## src/hw/rtl/lvpd_pkg.sv

```systemverilog
// Shared types and constants for the latency-vote preamble deframer.
// No dependencies; imported by every module of the block.
`default_nettype none

package lvpd_pkg;

	localparam int LAT_W     = 16;
	localparam int PATTERN_W = 6;
	localparam int BYTE_W    = 8;
	localparam int ADDR_W    = 3;
	localparam int DATA_W    = 32;

	localparam logic [LAT_W-1:0]     MISS_THRESHOLD_RST   = 16'd200;
	localparam logic [PATTERN_W-1:0] PREAMBLE_PATTERN_RST = 6'b101011;

	// register index, taken from paddr[2]
	typedef enum logic {
		REG_MISS_THRESHOLD   = 1'b0,
		REG_PREAMBLE_PATTERN = 1'b1
	} reg_idx_t;

	typedef struct packed {
		logic [LAT_W-1:0] access_latency;
		logic             window_end;
	} sample_t;

	typedef struct packed {
		logic [BYTE_W-1:0] byte_value;
		logic              message_end;
		logic              truncated;
	} result_t;

	// voted bit of the item in the input register
	typedef struct packed {
		logic valid;
		logic value;
	} vote_bit_t;

	// result the item in the input register would produce
	typedef struct packed {
		logic    valid;
		result_t item;
	} frame_out_t;

endpackage

`default_nettype wire

```

## src/hw/rtl/lvpd_regs.sv

```systemverilog
// APB-style configuration registers: miss threshold and preamble pattern.
// Depends on lvpd_pkg.
`default_nettype none

module lvpd_regs (
	input  wire logic                         clk,
	input  wire logic                         arst_n,
	input  wire logic                         psel,
	input  wire logic                         penable,
	input  wire logic                         pwrite,
	input  wire logic [lvpd_pkg::ADDR_W-1:0]  paddr,
	input  wire logic [lvpd_pkg::DATA_W-1:0]  pwdata,
	output logic      [lvpd_pkg::DATA_W-1:0]  prdata,
	output logic                              pready,
	output logic      [lvpd_pkg::LAT_W-1:0]   miss_threshold,
	output logic      [lvpd_pkg::PATTERN_W-1:0] preamble_pattern
);
	import lvpd_pkg::*;

	logic [LAT_W-1:0]     miss_threshold_q;
	logic [PATTERN_W-1:0] preamble_pattern_q;
	logic                 wr_en;
	reg_idx_t             idx;

	assign pready = 1'b1;
	assign wr_en  = psel && penable && pwrite && pready;
	assign idx    = reg_idx_t'(paddr[2]);

	always_ff @(posedge clk or negedge arst_n) begin
		if (!arst_n) begin
			miss_threshold_q   <= MISS_THRESHOLD_RST;
			preamble_pattern_q <= PREAMBLE_PATTERN_RST;
		end else if (wr_en) begin
			case (idx)
				REG_MISS_THRESHOLD:   miss_threshold_q   <= pwdata[LAT_W-1:0];
				REG_PREAMBLE_PATTERN: preamble_pattern_q <= pwdata[PATTERN_W-1:0];
				default: ;
			endcase
		end
	end

	always_comb begin
		case (idx)
			REG_MISS_THRESHOLD:   prdata = DATA_W'(miss_threshold_q);
			REG_PREAMBLE_PATTERN: prdata = DATA_W'(preamble_pattern_q);
			default:              prdata = '0;
		endcase
	end

	assign miss_threshold   = miss_threshold_q;
	assign preamble_pattern = preamble_pattern_q;

endmodule

`default_nettype wire

```

## src/hw/rtl/lvpd_vote.sv

```systemverilog
// Window vote: saturating hit/miss counters and the majority bit at window end.
// Depends on lvpd_pkg.
`default_nettype none

module lvpd_vote #(
	parameter int MAX_WINDOW_SAMPLES = 256
) (
	input  wire logic                        clk,
	input  wire logic                        arst_n,
	input  wire logic                        fire,
	input  wire lvpd_pkg::sample_t           sample_s1,
	input  wire logic [lvpd_pkg::LAT_W-1:0]  miss_threshold,
	output lvpd_pkg::vote_bit_t              vote
);
	import lvpd_pkg::*;

	localparam int CNT_W = $clog2(MAX_WINDOW_SAMPLES + 1);
	localparam logic [CNT_W-1:0] CNT_MAX = CNT_W'(MAX_WINDOW_SAMPLES);

	logic [CNT_W-1:0] hit_count_q, miss_count_q;
	logic [CNT_W-1:0] hit_next, miss_next;
	logic             is_miss;

	assign is_miss = sample_s1.access_latency > miss_threshold;

	always_comb begin
		hit_next  = hit_count_q;
		miss_next = miss_count_q;
		if (is_miss) begin
			if (miss_count_q < CNT_MAX) miss_next = miss_count_q + 1'b1;
		end else begin
			if (hit_count_q < CNT_MAX) hit_next = hit_count_q + 1'b1;
		end
	end

	// valid is not gated by fire: the result path must not loop back into fire
	assign vote.valid = sample_s1.window_end;
	assign vote.value = miss_next >= hit_next;

	always_ff @(posedge clk or negedge arst_n) begin
		if (!arst_n) begin
			hit_count_q  <= '0;
			miss_count_q <= '0;
		end else if (fire) begin
			if (sample_s1.window_end) begin
				hit_count_q  <= '0;
				miss_count_q <= '0;
			end else begin
				hit_count_q  <= hit_next;
				miss_count_q <= miss_next;
			end
		end
	end

endmodule

`default_nettype wire

```

## src/hw/rtl/lvpd_deframe.sv

```systemverilog
// Preamble hunt and byte deframing of the voted bit stream.
// Depends on lvpd_pkg.
`default_nettype none

module lvpd_deframe #(
	parameter int MAX_MESSAGE_BYTES = 125,
	parameter int PREAMBLE_BITS     = 6
) (
	input  wire logic                            clk,
	input  wire logic                            arst_n,
	input  wire logic                            fire,
	input  wire lvpd_pkg::vote_bit_t             vote,
	input  wire logic [lvpd_pkg::PATTERN_W-1:0]  preamble_pattern,
	output lvpd_pkg::frame_out_t                 frame
);
	import lvpd_pkg::*;

	localparam int NB_W = $clog2(MAX_MESSAGE_BYTES + 1);
	localparam logic [NB_W-1:0] NB_MAX = NB_W'(MAX_MESSAGE_BYTES);

	logic                     receiving_q;
	logic [PREAMBLE_BITS-1:0] sync_shift_q;
	logic [BYTE_W-1:0]        byte_shift_q;
	logic [2:0]               bit_position_q;
	logic [NB_W-1:0]          bytes_received_q;

	logic [PREAMBLE_BITS:0]   sync_wide;
	logic [PREAMBLE_BITS-1:0] sync_next, pattern_ext;
	logic [BYTE_W-1:0]        byte_next;
	logic [NB_W-1:0]          bytes_next;
	logic                     sync_match, byte_done, byte_zero, at_limit;

	assign sync_wide   = {sync_shift_q, vote.value};
	assign sync_next   = sync_wide[PREAMBLE_BITS-1:0];
	// zero-extended or trimmed to the preamble length
	assign pattern_ext = PREAMBLE_BITS'(preamble_pattern);
	assign sync_match  = sync_next == pattern_ext;

	assign byte_next  = {byte_shift_q[BYTE_W-2:0], vote.value};
	assign byte_done  = bit_position_q == 3'd7;
	assign byte_zero  = byte_next == '0;
	assign bytes_next = bytes_received_q + 1'b1;
	assign at_limit   = bytes_next >= NB_MAX;

	always_comb begin
		frame.valid                 = vote.valid && receiving_q && byte_done;
		frame.item.byte_value       = byte_next;
		frame.item.message_end      = byte_zero;
		frame.item.truncated        = !byte_zero && at_limit;
	end

	always_ff @(posedge clk or negedge arst_n) begin
		if (!arst_n) begin
			receiving_q      <= 1'b0;
			sync_shift_q     <= '0;
			byte_shift_q     <= '0;
			bit_position_q   <= '0;
			bytes_received_q <= '0;
		end else if (fire && vote.valid) begin
			if (!receiving_q) begin
				sync_shift_q <= sync_next;
				if (sync_match) begin
					receiving_q      <= 1'b1;
					byte_shift_q     <= '0;
					bit_position_q   <= '0;
					bytes_received_q <= '0;
				end
			end else if (!byte_done) begin
				byte_shift_q   <= byte_next;
				bit_position_q <= bit_position_q + 1'b1;
			end else if (byte_zero || at_limit) begin
				// message over: back to hunting
				receiving_q      <= 1'b0;
				sync_shift_q     <= '0;
				byte_shift_q     <= '0;
				bit_position_q   <= '0;
				bytes_received_q <= '0;
			end else begin
				byte_shift_q     <= '0;
				bit_position_q   <= '0;
				bytes_received_q <= bytes_next;
			end
		end
	end

endmodule

`default_nettype wire

```

## src/hw/rtl/latency_vote_preamble_deframer.sv

```systemverilog
// Top level of the latency-vote preamble deframer: input register, vote, deframer,
// result register and configuration port. Depends on lvpd_pkg and the lvpd_* modules.
`default_nettype none

// One latency sample is accepted per cycle unless the input stalls, as said below. An
// accepted item waits in the input register, where the window vote and the deframer
// process it in a single pass; a byte or end marker it causes is then registered in
// the result register, from which it is offered. The result register lets the next
// item be taken while a result waits; only when a waiting result is not taken and the
// item in the input register would produce another does the input stall.
// Configuration writes take effect for items processed after the write.
module latency_vote_preamble_deframer #(
	parameter int MAX_WINDOW_SAMPLES = 256,
	parameter int MAX_MESSAGE_BYTES  = 125,
	parameter int PREAMBLE_BITS      = 6
) (
	input  wire logic                         clk,
	input  wire logic                         arst_n,
	input  wire logic                         sample_valid,
	output logic                              sample_ready,
	input  wire lvpd_pkg::sample_t            sample,
	output logic                              result_valid,
	input  wire logic                         result_ready,
	output lvpd_pkg::result_t                 result,
	input  wire logic                         psel,
	input  wire logic                         penable,
	input  wire logic                         pwrite,
	input  wire logic [lvpd_pkg::ADDR_W-1:0]  paddr,
	input  wire logic [lvpd_pkg::DATA_W-1:0]  pwdata,
	output logic      [lvpd_pkg::DATA_W-1:0]  prdata,
	output logic                              pready
);
	import lvpd_pkg::*;

	logic                 valid_s1;
	sample_t              sample_s1;
	logic                 advance;
	logic                 result_valid_q;
	result_t              result_q;
	logic [LAT_W-1:0]     miss_threshold;
	logic [PATTERN_W-1:0] preamble_pattern;
	vote_bit_t            vote;
	frame_out_t           frame;

	lvpd_regs u_regs (
		.clk              (clk),
		.arst_n           (arst_n),
		.psel             (psel),
		.penable          (penable),
		.pwrite           (pwrite),
		.paddr            (paddr),
		.pwdata           (pwdata),
		.prdata           (prdata),
		.pready           (pready),
		.miss_threshold   (miss_threshold),
		.preamble_pattern (preamble_pattern)
	);

	lvpd_vote #(
		.MAX_WINDOW_SAMPLES (MAX_WINDOW_SAMPLES)
	) u_vote (
		.clk            (clk),
		.arst_n         (arst_n),
		.fire           (advance),
		.sample_s1      (sample_s1),
		.miss_threshold (miss_threshold),
		.vote           (vote)
	);

	lvpd_deframe #(
		.MAX_MESSAGE_BYTES (MAX_MESSAGE_BYTES),
		.PREAMBLE_BITS     (PREAMBLE_BITS)
	) u_deframe (
		.clk              (clk),
		.arst_n           (arst_n),
		.fire             (advance),
		.vote             (vote),
		.preamble_pattern (preamble_pattern),
		.frame            (frame)
	);

	// item leaves the input register unless its result would overrun a held one
	assign advance      = valid_s1 && (!frame.valid || !result_valid_q || result_ready);
	assign sample_ready = !valid_s1 || advance;

	always_ff @(posedge clk or negedge arst_n) begin
		if (!arst_n) begin
			valid_s1 <= 1'b0;
		end else if (sample_ready) begin
			valid_s1 <= sample_valid;
		end
	end

	always_ff @(posedge clk) begin
		if (sample_ready && sample_valid) begin
			sample_s1 <= sample;
		end
	end

	always_ff @(posedge clk or negedge arst_n) begin
		if (!arst_n) begin
			result_valid_q <= 1'b0;
		end else if (advance && frame.valid) begin
			result_valid_q <= 1'b1;
		end else if (result_ready) begin
			result_valid_q <= 1'b0;
		end
	end

	always_ff @(posedge clk) begin
		if (advance && frame.valid) begin
			result_q <= frame.item;
		end
	end

	assign result_valid = result_valid_q;
	assign result       = result_q;

endmodule

`default_nettype wire
```

## config.mk

```make
export PLATFORM = sky130hd
export DESIGN_NAME = latency_vote_preamble_deframer
export DESIGN_NICKNAME = d
export VERILOG_FILES = /design/src/hw/rtl/lvpd_pkg.sv /design/src/hw/rtl/lvpd_regs.sv /design/src/hw/rtl/lvpd_vote.sv /design/src/hw/rtl/lvpd_deframe.sv /design/src/hw/rtl/latency_vote_preamble_deframer.sv
export SDC_FILE = /design/constraint.sdc
export NUM_CORES = 1
export LEC_CHECK = 0
export ABC_AREA = 1
export BUFFER_PORTS_ARGS = -buffer_cell sky130_fd_sc_hd__buf_4
export CORE_AREA = 2 2 116 95
export DETAILED_ROUTE_END_ITERATION = 10
export DIE_AREA = 0 0 118 97
export PLACE_DENSITY = 0.88
export SLEW_MARGIN = 20
export SYNTH_ARGS = -nofsm -noshare
export SYNTH_HDL_FRONTEND = slang
export SYNTH_SLANG_ARGS = --single-unit
```

## constraint.sdc

```tcl
create_clock -name clk -period 4.04 [get_ports clk]
set_clock_uncertainty 0.05 [all_clocks]
set_input_delay 0.808 -clock clk [delete_from_list [all_inputs] [get_ports clk]]
set_output_delay 0.808 -clock clk [all_outputs]
set_load 0.01 [all_outputs]
```

# Word-level counts from Yosys, hierarchy flattened

Cells that the tools add are included.

Add/sub/neg operators: 4
Order comparisons: 5
Equality and inequality tests: 4
Multiplexer cells: 26
Bitwise logic cells: 1
Reduce and logical (&&, ||, !) cells: 25

Operator list:

| operator                                                      | number |
|---|---|
| 32-bit case mux with 2 select lines                           | 1 |
| 9-bit 2-to-1 mux                                              | 6 |
| 7-bit 2-to-1 mux                                              | 7 |
| 9-bit by 1-bit adder with 9-bit output, second input constant | 2 |
| 9-bit < comparator, second input constant                     | 2 |
| 16-bit greater-than comparator                                | 1 |
| 5-bit 2-to-1 mux                                              | 3 |
| 9-bit >= comparator                                           | 1 |
| 1-bit logical AND                                             | 9 |
| 3-bit 2-to-1 mux                                              | 3 |
| 8-bit logical NOT                                             | 1 |
| 7-bit by 1-bit adder with 7-bit output, second input constant | 1 |
| 7-bit >= comparator, second input constant                    | 1 |
| 6-bit equality test                                           | 1 |
| 1-bit 2-to-1 mux                                              | 6 |
| 2-bit AND reduction                                           | 3 |
| 3-bit AND reduction                                           | 2 |
| 1-bit logical NOT                                             | 4 |
| 1-bit logical OR                                              | 4 |
| 2-bit inequality test, second input constant                  | 2 |
| 2-bit nonzero test                                            | 2 |
| 3-bit by 1-bit adder with 3-bit output, second input constant | 1 |
| 3-bit equality test, second input constant                    | 1 |
| 1-bit inverter                                                | 1 |

Flip-flop bits (word level): 92
Logic and storage cells: 81

# Longest topological paths before layout

Gate-level depths: netlist (run 1).

Depth after elaboration: 9
Depth in mapped cells: 29
Gate-level depth less buffers: 28

# Hierarchy

From an unflattened synthesis (run 1), not the netlist that was laid out.

Cell total of the unflattened synthesis: 696
Area total of the unflattened synthesis: 5524.0 µm²

By module, submodules not included:

| module                         | times used | cells an instance | area an instance (µm²) | sequential area each (µm²) |
|---|---|---|---|---|
| lvpd_vote                      | 1          | 321               | 2062.0                 | 450.4 |
| lvpd_deframe                   | 1          | 176               | 1328.8                 | 575.6 |
| lvpd_regs                      | 1          | 158               | 1214.9                 | 559.3 |
| latency_vote_preamble_deframer | 1          | 41                | 918.4                  | 860.8 |

# Worst setup path before layout (run 1)

No wires, ideal clock.

Path type: flip-flop to flip-flop
From: register u_regs.miss_threshold_q[7] (netlist: u_regs.miss_threshold[7])
To: register u_deframe.bytes_received_q[1]
Setup time: 117 ps
Arrival time: 2953 ps
Data required time: 3873 ps
Setup slack: 920 ps
Stages on the path, launching flop included: 25
Path through: dfstp_2 > inv_1 > ha_1 > nand2_1 > nor2_1 > nand4_2 > nand2_2 > buf_6 > nand2_1 > nand2_1 > inv_1 > ha_1 > nand2_1 > inv_1 > nand2_1 > nand2_1 > nand2_1 > nand2_1 > nor2_1 > nand2_1 > nand3_2 > nand2_4 > buf_6 > nand3_1 > nand2_1

Word-level cells in the longest chain between the ends: 8
Elaborated cells between the ends (all ways): 12
Those cells by class: order compare (2); eq/ne (1); mux (5); reduce/logical (4)

Ends and longest elaborated chain:

| element                          | line               | source |
|---|---|---|
| start, declared                  | lvpd_regs.sv:20    | `logic [LAT_W-1:0] miss_threshold_q;` |
| start signal, assigned           | lvpd_regs.sv:35    | `REG_MISS_THRESHOLD: miss_threshold_q <= pwdata[LAT_W-1:0];` |
| 16-bit greater-than comparator * | lvpd_vote.sv:24    | `assign is_miss = sample_s1.access_latency > miss_threshold;` |
| 9-bit 2-to-1 mux                 | lvpd_vote.sv:29    | `if (is_miss) begin` |
| 9-bit >= comparator *            | lvpd_vote.sv:38    | `assign vote.value = miss_next >= hit_next;` |
| 8-bit logical NOT                | lvpd_deframe.sv:41 | `assign byte_zero = byte_next == '0;` |
| 1-bit logical OR                 | lvpd_deframe.sv:71 | `end else if (byte_zero \|\| at_limit) begin` |
| 7-bit 2-to-1 mux                 | lvpd_deframe.sv:71 |  |
| 7-bit 2-to-1 mux                 | lvpd_deframe.sv:68 | `end else if (!byte_done) begin` |
| 7-bit 2-to-1 mux                 | lvpd_deframe.sv:60 | `if (!receiving_q) begin` |
| end signal, assigned             | lvpd_deframe.sv:81 | `bytes_received_q <= bytes_next;` |
| end, declared                    | lvpd_deframe.sv:25 | `logic [NB_W-1:0] bytes_received_q;` |

Mark *: on every way between the ends. The rest lies on a longest branch, timed or not. The select of a mux whose other input is x is not followed.
A chain may end at the register's enable or synchronous reset.

# Worst setup path in the final report (run 1)

From: register u_regs.miss_threshold_q[7] (netlist: u_regs.miss_threshold[7])
To: register u_deframe.byte_shift_q[4]

Word-level cells in the longest chain between the ends: 6
Elaborated cells between the ends (all ways): 7
Those cells by class: order compare (2); eq/ne (1); mux (2); reduce/logical (2)

Ends and longest elaborated chain:

| element                          | line               | source |
|---|---|---|
| 16-bit greater-than comparator * | lvpd_vote.sv:24    |  |
| 9-bit 2-to-1 mux                 | lvpd_vote.sv:29    |  |
| 9-bit >= comparator *            | lvpd_vote.sv:38    |  |
| 6-bit equality test *            | lvpd_deframe.sv:37 | `assign sync_match = sync_next == pattern_ext;` |
| 2-bit nonzero test (no line) *   | -                  |  |
| 2-bit AND reduction (no line) *  | -                  |  |
| end signal, assigned             | lvpd_deframe.sv:69 | `byte_shift_q <= byte_next;` |
| end, declared                    | lvpd_deframe.sv:23 | `logic [BYTE_W-1:0] byte_shift_q;` |

Mark *: on every way between the ends. The rest lies on a longest branch, timed or not.

==> results.cfg, run 1 <==
[run]
maxCapViolCount = 0

[cts]
htreeDepth = 3
ctsResizeCount = 0
cts-root-buf = clkbuf_16
cts_sinks = 92
cts-buffers-inserted = 9
cts_tree = built
insertion_delay_ps = 340
clk_pin_slew_worst_paths_ps = 70
holdBufCountCts = 0
cts_buffer_depth = 2
post_cts_buffers = 0

[final_layout]
area_growth_pct = 15.3
drive_gt1_share_pct = 15.0
seqCellArea_mm2 = 0.00245
antenna_cells = 0
final_util_pct = 62.5
finalNetCount = 853
final_cell_mix = nand2_1 (201), inv_1 (91), buf_4 (71)
mostFrequentLayoutCell = nand2_1
multiInputGateArea_mm2 = 0.00254
fillers = 863

[placed_design]
gp_congestion = 0.890
io_buffer_count = 68
dp_hpwl_mm = 8.35

[drt]
ant_nets = 0
drtIter0Drc = 358
post_drt_wl_per_cell_um = 13.0
viasPerCell = 5.11
dr.pass1.iters = 6
vias = 4641
routed_wl_mm = 11.8
drc = 0

[worst_hold_path]
hp-start = u_deframe.bit_position_q[1]
min_path_cells = 2
hold_path_end = u_deframe.bit_position_q[1]
hp-class = register to register

[timing]
max_slew.worst_pin.slew_ps = 991
setup_tns_ps = 0
rsz0062_at_grt = no
max_freq_mhz = 273
period_share_pct = 90.8
slew_headroom_pct = 33.8
fin_crit_ps = 3670
setup_violations = 0
finalHoldViolations = 0
drv_slew = 0

[synthesis]
ys_async_sr_fraction_pct = 70.7
ys_seq_elements = 92
yosysWarnings = 0
ys_seq_area_share_pct = 44.3
netlist_area_mm2 = 0.00553
yosysUniqueCellTypes = 38
netlist_instances = 701
synth_edf_count = 27
synth_ff_type = dfrtp_1
avgSynthCellArea_um2 = 7.88

[global_route]
antenna_found_initial = 0
grt_pass1_vias = 4532
grt_use_total_pct = 21.4
grt_overflow = 0
grt_pass1_wl_mm = 20.3
grt_max_degree = 66

[floorplanning]
std_cell_rows = 33
ios = 104
die_w_um = 118
die_h_um = 97
die_area_mm2 = 0.0114
core_area_mm2 = 0.0102
start_util_pct = 54.2

[setup_path]
cp-end-kind = register
regToRegStartpoint = u_regs.miss_threshold[7]
critPathMaxFanout = 18
slowest_delay_ps = 510
critical_path_cell_count = 26
critPathKind = register to register
arrival_ps = 3890
reg2reg_slack_ps = 370
reg2reg_depth = 26
crit_family = simple AND/OR/NAND/NOR gates
cpMostUsedCell = nand2_1
start_kind = register
path_buf_inv = 4
cpMaxStageDelayCell = dfstp_2
r2r-end = u_deframe.byte_shift_q[4]
required_ps = 4260

[power_and_ir_drop]
power.density_mw_per_mm2 = 537
ir_drop_mv = 0.349
leakagePower_uw = 0.00340

[run_status]
status = completed
## final cells by class
cell class / instances / share of cell area, %
inverters: 94 / 5.54
clock inverters: 6 / 1.51
well taps: 140 / 2.75
repair buffers: 71 / 8.37
multi-input cells: 495 / 39.8
clock buffers: 10 / 3.59
flip-flops and latches: 92 / 38.4
## per-layer routing
metal  vias to the layer above  GRT usage, %  wire length, µm
met3                        18          4.95              721
met4                         0          6.58              142
li1                       2322             -                -
met5                         -             0                0
met1                      2146          29.0             5450
met2                       155          34.3             5520
## synth_stat cells (2+ instances only)
master	number	area, µm²
or2_2	2	12.5
nand2_1	201	754
nor2_1	65	244
dfrtp_1	58	1450
nor4_1	2	12.5
nand2_4	2	22.5
xor2_1	13	114
buf_2	2	10.0
inv_1	91	342
buf_1	2	7.51
nand2_2	5	31.3
buf_6	5	56.3
nand3b_1	8	60.1
conb_1	2	7.51
nand4_2	2	25.0
nand4_1	7	43.8
edfxtp_1	27	811
a21oi_1	21	105
nor3_1	6	30.0
o21ai_1	3	15.0
clkbuf_1	6	22.5
xnor2_1	3	26.3
dfstp_2	7	184
nand3_1	62	310
nor2_4	3	33.8
o21ai_0	34	170
nand3_2	2	20.0
buf_4	19	143
ha_1	31	388
inv_2	2	7.51
## flip-flops by register name (all words and copies together) (netlist names), 3 cells and up
register and count:
result 10, u_deframe.sync_shift_q 5, u_deframe.byte_shift_q 7, u_vote.hit_count_q 9, u_regs.preamble_pattern 6, u_deframe.bit_position_q 3
u_deframe.bytes_received_q 7, u_regs.miss_threshold 16, sample_s1 17, u_vote.miss_count_q 9
## worst max-delay path by stage
| stage | from | endpoint | slack, ps |
|---|---|---|---|
| finish | u_regs.miss_threshold[7] | u_deframe.byte_shift_q[4] | 370 |
| global route | u_regs.miss_threshold[7] | u_deframe.byte_shift_q[6] | 60 |
| CTS | u_regs.miss_threshold[7] | u_deframe.byte_shift_q[4] | 390 |
| detailed placement | u_regs.miss_threshold[7] | u_deframe.byte_shift_q[4] | 480 |
| global placement | u_regs.miss_threshold[3] | u_deframe.bit_position_q[1] | 570 |
| floorplan | u_regs.miss_threshold[7] | u_deframe.bytes_received_q[1] | 920 |
## stage by stage
step | std cells | setup WS [ps] | area (µm²) | power (µW) | hold WS [ps]
after global placement | 892 | 574 | 6050 | 2420 | 410
after floorplan | 716 | 920 | 5580 | 2160 | 396
after global routing | 908 | 60.8 | 6370 | 3680 | 457
after CTS | 908 | 395 | 6370 | 3420 | 436
after detailed placement | 892 | 479 | 6050 | 2490 | 419
final | 908 | 374 | 6370 | 3420 | 430
## where the power goes
group	switching (µW)	total, µW	internal [µW]
Sequential	135	1280	1140
Clock	370	920	550
Combinational	764	1230	462
Total	1270	3420	2150
## worst min-delay path, delay by kind of cell, from the launching register on
family	cells	cell delay, ps
and+or+nand+nor	2	100
DFF	1	350
## cell families (layout without fill, tap and decap cells)
family	count (synthesis)	count (layout)	share of synthesized area, %
other	2	17	0.136
adder cells (fa/ha/maj)	31	31	7.02
XOR/XNOR	16	16	2.54
AND/OR/NAND/NOR	371	371	29.7
AO/OA/AOI/OAI	60	60	5.55
buffers and inverters	129	181	10.8
flip-flops	92	92	44.3
Power figures use the tool's default switching activity.
==> run 2, diff against run 1 <==
--- a/config.mk
+++ b/config.mk
@@ -6,11 +6,11 @@
 export NUM_CORES = 1
 export LEC_CHECK = 0
 export ABC_AREA = 1
-export BUFFER_PORTS_ARGS = -buffer_cell sky130_fd_sc_hd__buf_4
 export CORE_AREA = 2 2 116 95
 export DETAILED_ROUTE_END_ITERATION = 10
 export DIE_AREA = 0 0 118 97
-export PLACE_DENSITY = 0.88
+export DONT_BUFFER_PORTS = 1
+export PLACE_DENSITY = 0.79
 export SLEW_MARGIN = 20
 export SYNTH_ARGS = -nofsm -noshare
 export SYNTH_HDL_FRONTEND = slang
==> run 2 against run 1 <==
Clock-buffer cell count is 1 lower. Largest cell class unchanged. Critical endpoint is now u_deframe.byte_shift_q[3]. Hold slack worse by 320 ps. Utilization is 5.1 points lower.
==> results.cfg, run 2 (same netlist as run 1, synthesis figures left out) <==
[run_status]
status = completed

[cts]
htreeDepth = 3
insertion_delay_ps = 350
clk_pin_slew_worst_paths_ps = 70
cts-root-buf = clkbuf_16
cts_tree = built
cts-buffers-inserted = 9
cts_sinks = 92
cts_buffer_depth = 2
holdBufCountCts = 0
post_cts_buffers = 0

[placed_design]
io_buffer_count = 0
dp_hpwl_mm = 8.27
pre_cts_slack_ps = 312
gp_congestion = 0.838

[setup_path]
critPathKind = register to register
r2r-end = u_deframe.byte_shift_q[3]
arrival_ps = 3910
required_ps = 4280
critPathMaxFanout = 18
cp-end-kind = register
start_kind = register
reg2reg_depth = 24
reg2reg_slack_ps = 370
regToRegStartpoint = u_regs.miss_threshold[7]

[drt]
drc = 0
ant_nets = 0
dr.pass1.iters = 5
post_drt_wl_per_cell_um = 13.8
vias = 4491
routed_wl_mm = 11.6
drtIter0Drc = 336
viasPerCell = 5.35

[global_route]
grt_use_total_pct = 21.0
grt_max_degree = 66
grt_overflow = 0
grt_pass1_vias = 4255
antenna_found_initial = 0
grt_pass1_wl_mm = 19.6

[final_layout]
fillers = 914
antenna_cells = 0
mostFrequentLayoutCell = nand2_1
seqCellArea_mm2 = 0.00245
area_growth_pct = 5.82
drive_gt1_share_pct = 6.86
largest-register = sample_s1
multiInputGateArea_mm2 = 0.00254
finalNetCount = 785
final_cell_mix = nand2_1 (201), inv_1 (91), nor2_1 (65)
largest_reg_flops = 17

[power_and_ir_drop]
pwr-share-clk_pct = 26.5
switching_share_pct = 37.9
leakagePower_uw = 0.00307
ir_drop_mv = 0.276
intPower_uw = 2040
p_seq_share_pct = 38.9
power.density_mw_per_mm2 = 562
p_switching_uw = 1250
combinationalPowerShare_pct = 34.6

[floorplanning]
std_cell_rows = 33
ios = 104
die_h_um = 97
die_area_mm2 = 0.0114
core_area_mm2 = 0.0102
die_w_um = 118
start_util_pct = 54.2

[timing]
setup_violations = 0
slew_headroom_pct = 36.3
setup_tns_ps = 0
finalHoldViolations = 0
max_slew.worst_pin.slew_ps = 953
fin_crit_ps = 3670
drv_slew = 0
period_share_pct = 90.9
max_freq_mhz = 272
rsz0062_at_grt = no
setup_slack_ps = 366

[worst_hold_path]
hp-class = input pin to async pin

[run]
maxCapViolCount = 0
[run 2: layout make-up]
type,count,share of cell area [%]
clock inverter,7,1.39
timing repair buffer,3,0.385
sequential,92,41.8
clock buffer,9,3.85
tap,140,3.00
inverter,94,6.03
multi-input combinational,495,43.5
[run 2: timing repair]
action,in CTS,in global routing
hold endpoints to repair,0,0
resized for setup,0,1
endpoints found under the setup margin,0,17
[run 2: metrics by stage]
stage | area (µm²) | hold WS [ps] | instances | utilization (%) | total power [µW]
after floorplan | 5580 | 396 | 716 | - | 2160
after global placement | 5540 | 411 | 824 | 54.3 | 2340
after detailed placement | 5540 | 414 | 824 | 54.3 | 2410
after CTS | 5840 | 92.9 | 840 | 57.3 | 3290
after global routing | 5850 | 88.4 | 840 | 57.3 | 3530
final | 5850 | 105 | 840 | 57.3 | 3280
[run 2: critical path, stage by stage (launching register included)]
cell	delay, ps
dfstp_2	510
inv_1	60
ha_1	290
nand2_1	60
nor2_1	180
nand2_1	70
nand2_1	70
nand2_1	60
nand2_2	190
buf_4	220
nand3_1	100
nand2_1	90
inv_1	40
ha_1	320
nand2_1	120
nor2_2	60
nand2_1	100
nand2_1	90
nor2_1	210
nand2_1	100
nand3_2	100
nand2_4	150
nand2_2	210
nand2_1	80
nand2_1	70
[run 2: layer usage]
layer | track usage [%] | share of wire, % | up-vias
li1 | - | - | 2189
met1 | 27.5 | 46 | 2136
met2 | 34.1 | 46 | 154
met3 | 6.07 | 7.0 | 12
met4 | 6.21 | 1.1 | 0
met5 | 0 | 0 | -
[run 2: worst max-delay path by stage]
stage                              from                       endpoint  slack, ps
2_1_floorplan  u_regs.miss_threshold[7]  u_deframe.bytes_received_q[1]        920
3_3_place_gp   u_regs.miss_threshold[7]    u_deframe.bit_position_q[1]        480
3_5_place_dp   u_regs.miss_threshold[7]      u_deframe.byte_shift_q[3]        310
4_1_cts        u_regs.miss_threshold[7]      u_deframe.byte_shift_q[3]        260
5_1_grt        u_regs.miss_threshold[7]    u_deframe.bit_position_q[2]         40
6_report       u_regs.miss_threshold[7]      u_deframe.byte_shift_q[3]        370
[run 2: power groups by stage]
| stage | combinational, µW | sequential (µW) | clock (µW) |
|---|---|---|---|
| global route | 1310 | 1300 | 919 |
| CTS | 1130 | 1280 | 881 |
| global placement | 1050 | 1280 | 0 |
| finish | 1140 | 1280 | 869 |
| detailed placement | 1120 | 1290 | 0 |
| floorplan | 911 | 1250 | 0 |
==> run 3, diff against run 2 <==
--- a/config.mk
+++ b/config.mk
@@ -10,8 +10,7 @@
 export DETAILED_ROUTE_END_ITERATION = 10
 export DIE_AREA = 0 0 118 97
 export DONT_BUFFER_PORTS = 1
-export PLACE_DENSITY = 0.79
-export SLEW_MARGIN = 20
+export PLACE_DENSITY_LB_ADDON = 0.1
 export SYNTH_ARGS = -nofsm -noshare
 export SYNTH_HDL_FRONTEND = slang
 export SYNTH_SLANG_ARGS = --single-unit
==> constraint.sdc (replaced) <==
create_clock -name clk -period 4.04 [get_ports clk]
set_clock_uncertainty 0.05 [all_clocks]
set_input_delay 0.404 -clock clk [delete_from_list [all_inputs] [get_ports clk]]
set_output_delay 0.404 -clock clk [all_outputs]
set_load 0.01 [all_outputs]
==> run 3 against run 2 <==
Cell area grew 0.53%. Power is 0.74% lower. Clock-buffer cell count is the same. Utilization rose by 0.31 points. Cell count up 0.12%. Critical path type unchanged. Largest power group unchanged. Highest routed layer unchanged.
==> results.cfg, run 3 (same netlist as run 1, synthesis figures left out) <==
[placed_design]
dp_hpwl_mm = 7.91
place_inst = 823
gp_congestion = 0.798
placed_area_mm2 = 0.00553
io_buffer_count = 0

[power_and_ir_drop]
ir_drop_mv = 0.307
power.density_mw_per_mm2 = 555
p_switching_uw = 1230
p_seq_share_pct = 39.1
p_total_uw = 3260
leakagePower_uw = 0.00308
switching_share_pct = 37.8
intPower_uw = 2030
pwr-share-clk_pct = 26.9
combinationalPowerShare_pct = 34.0

[global_route]
antenna_found_initial = 0
use_met3_pct = 5.90
grt_overflow = 0
grt.busiest_layer = met2
global_route.usage.met2_pct = 32.7
grt_use_total_pct = 21.2
grt_pass1_wl_mm = 19.6
use_met1_pct = 29.2
grt_pass1_vias = 4162
grt_max_degree = 66

[floorplanning]
die_area_mm2 = 0.0114
die_w_um = 118
core_area_mm2 = 0.0102
std_cell_rows = 33
start_util_pct = 54.2
ios = 104
die_h_um = 97

[cts]
htreeDepth = 3
cts-root-buf = clkbuf_16
cts_tree = built
cts-buffers-inserted = 9
insertion_delay_ps = 350
cts_sinks = 92
post_cts_buffers = 0
cts_buffer_depth = 2
clk_pin_slew_worst_paths_ps = 70

[final_layout]
largest_reg_flops = 17
antenna_cells = 0
finalNetCount = 786
largest-register = sample_s1
final_cell_mix = nand2_1 (201), inv_1 (91), nor2_1 (65)
mostFrequentLayoutCell = nand2_1
area_growth_pct = 6.39
final_util_pct = 57.6
drive_gt1_share_pct = 6.85
design_area_mm2 = 0.00588
final_cell_count_no_fill = 841

[timing]
max_slew.worst_pin.slew_ps = 1000
drv_slew = 0
rsz0062_at_grt = no
period_share_pct = 90.3
max_freq_mhz = 274
setup_tns_ps = 0
finalHoldViolations = 0
slew_headroom_pct = 32.8
setup_violations = 0
fin_crit_ps = 3650

[worst_hold_path]
hp-class = input pin to register

[drt]
vias = 4313
drc = 0
dr.pass1.iters = 7
viasPerCell = 5.13
ant_nets = 0
post_drt_wl_per_cell_um = 13.6
routed_wl_mm = 11.4
drtIter0Drc = 262

[run]
maxCapViolCount = 0

[setup_path]
required_ps = 4270
critPathKind = register to register
arrival_ps = 3880
start_kind = register
critPathMaxFanout = 18
cp-end-kind = register

[run_status]
status = completed
## run 3: cell count changes in the layout (fill, tap and decap cells not counted), sizes merged
cell,delta
clkinvlp,+1
dlygate4sd3,+1
clkinv,-1
## run 3: stage by stage
step / worst slack (ps) / hold WS [ps]
after floorplan: 920 / 58.4
final: 390 / 99.8
after CTS: 368 / 91.7
after detailed placement: 389 / 59.6
after global placement: 429 / 59.6
after global routing: 0.197 / 81.5
## run 3: worst paths after layout
| check | from | end | slack [ps] | depth (start not counted) |
|---|---|---|---|---|
| min reg2reg | u_deframe.bit_position_q[2] | u_deframe.bit_position_q[2] | 430 | 2 |
| max reg2reg | u_regs.miss_threshold[7] | u_deframe.bit_position_q[2] | 390 | 26 |
| min in group asynchronous | arst_n | u_regs.miss_threshold[11] | 550 | 2 |
| min | sample[13] | sample_s1[13] | 100 | 0 |
| max | u_regs.miss_threshold[7] | u_deframe.bit_position_q[2] | 390 | 26 |
| max in group asynchronous | arst_n | u_regs.preamble_pattern[0] | 3060 | 2 |
## run 3: what timing repair did
action,CTS,global route
hold buffers,2,0
resized for setup,0,1
hold endpoints to repair,65,0
endpoints found under the setup margin,0,10
## run 3: layout make-up
| class | instances | area [µm²] |
|---|---|---|
| Timing Repair Buffer | 4 | 52.6 |
| Tap cell | 140 | 175 |
| Multi-Input combinational cell | 495 | 2540 |
| Sequential cell | 92 | 2450 |
| Inverter | 94 | 353 |
| Fill cell | 952 | 4320 |
| Clock inverter | 7 | 82.6 |
| Clock buffer | 9 | 225 |
## run 3: power by group through the flow
| stage | Sequential, µW | Combinational [µW] | Clock [µW] |
|---|---|---|---|
| after floorplan | 1250 | 911 | 0 |
| after global placement | 1290 | 1050 | 0 |
| after detailed placement | 1290 | 1080 | 0 |
| after CTS | 1270 | 1110 | 898 |
| after global routing | 1300 | 1300 | 933 |
| final | 1280 | 1110 | 877 |
## run 3: worst max-delay path, stage by stage, from the launching register on
cell and delay, ps:
dfstp_2 510, inv_1 60, ha_1 290, nand2_1 70, nor2_1 180, nand2_1 80
nand2_1 60, nand2_1 50, nand2_2 90, buf_4 240, nand3_1 130, nand2_1 100
inv_1 40, ha_1 320, nand2_1 90, inv_1 40, nand2_1 50, nand2_1 50
nand2_1 80, nand2_1 80, nor2_1 210, nand2_1 90, nand3_2 100, nand2_4 160
nand2_2 210, nand2_1 80, nand2_1 60
## run 3: routing by layer
metal  routed length (µm)  part of all wire, %  vias up
li1                     -                    -     2192
met1                 5400                   47     1996
met2                 5100                   45      111
met3                  765                  6.7       14
met4                  141                  1.2        0
met5                    0                    0        -
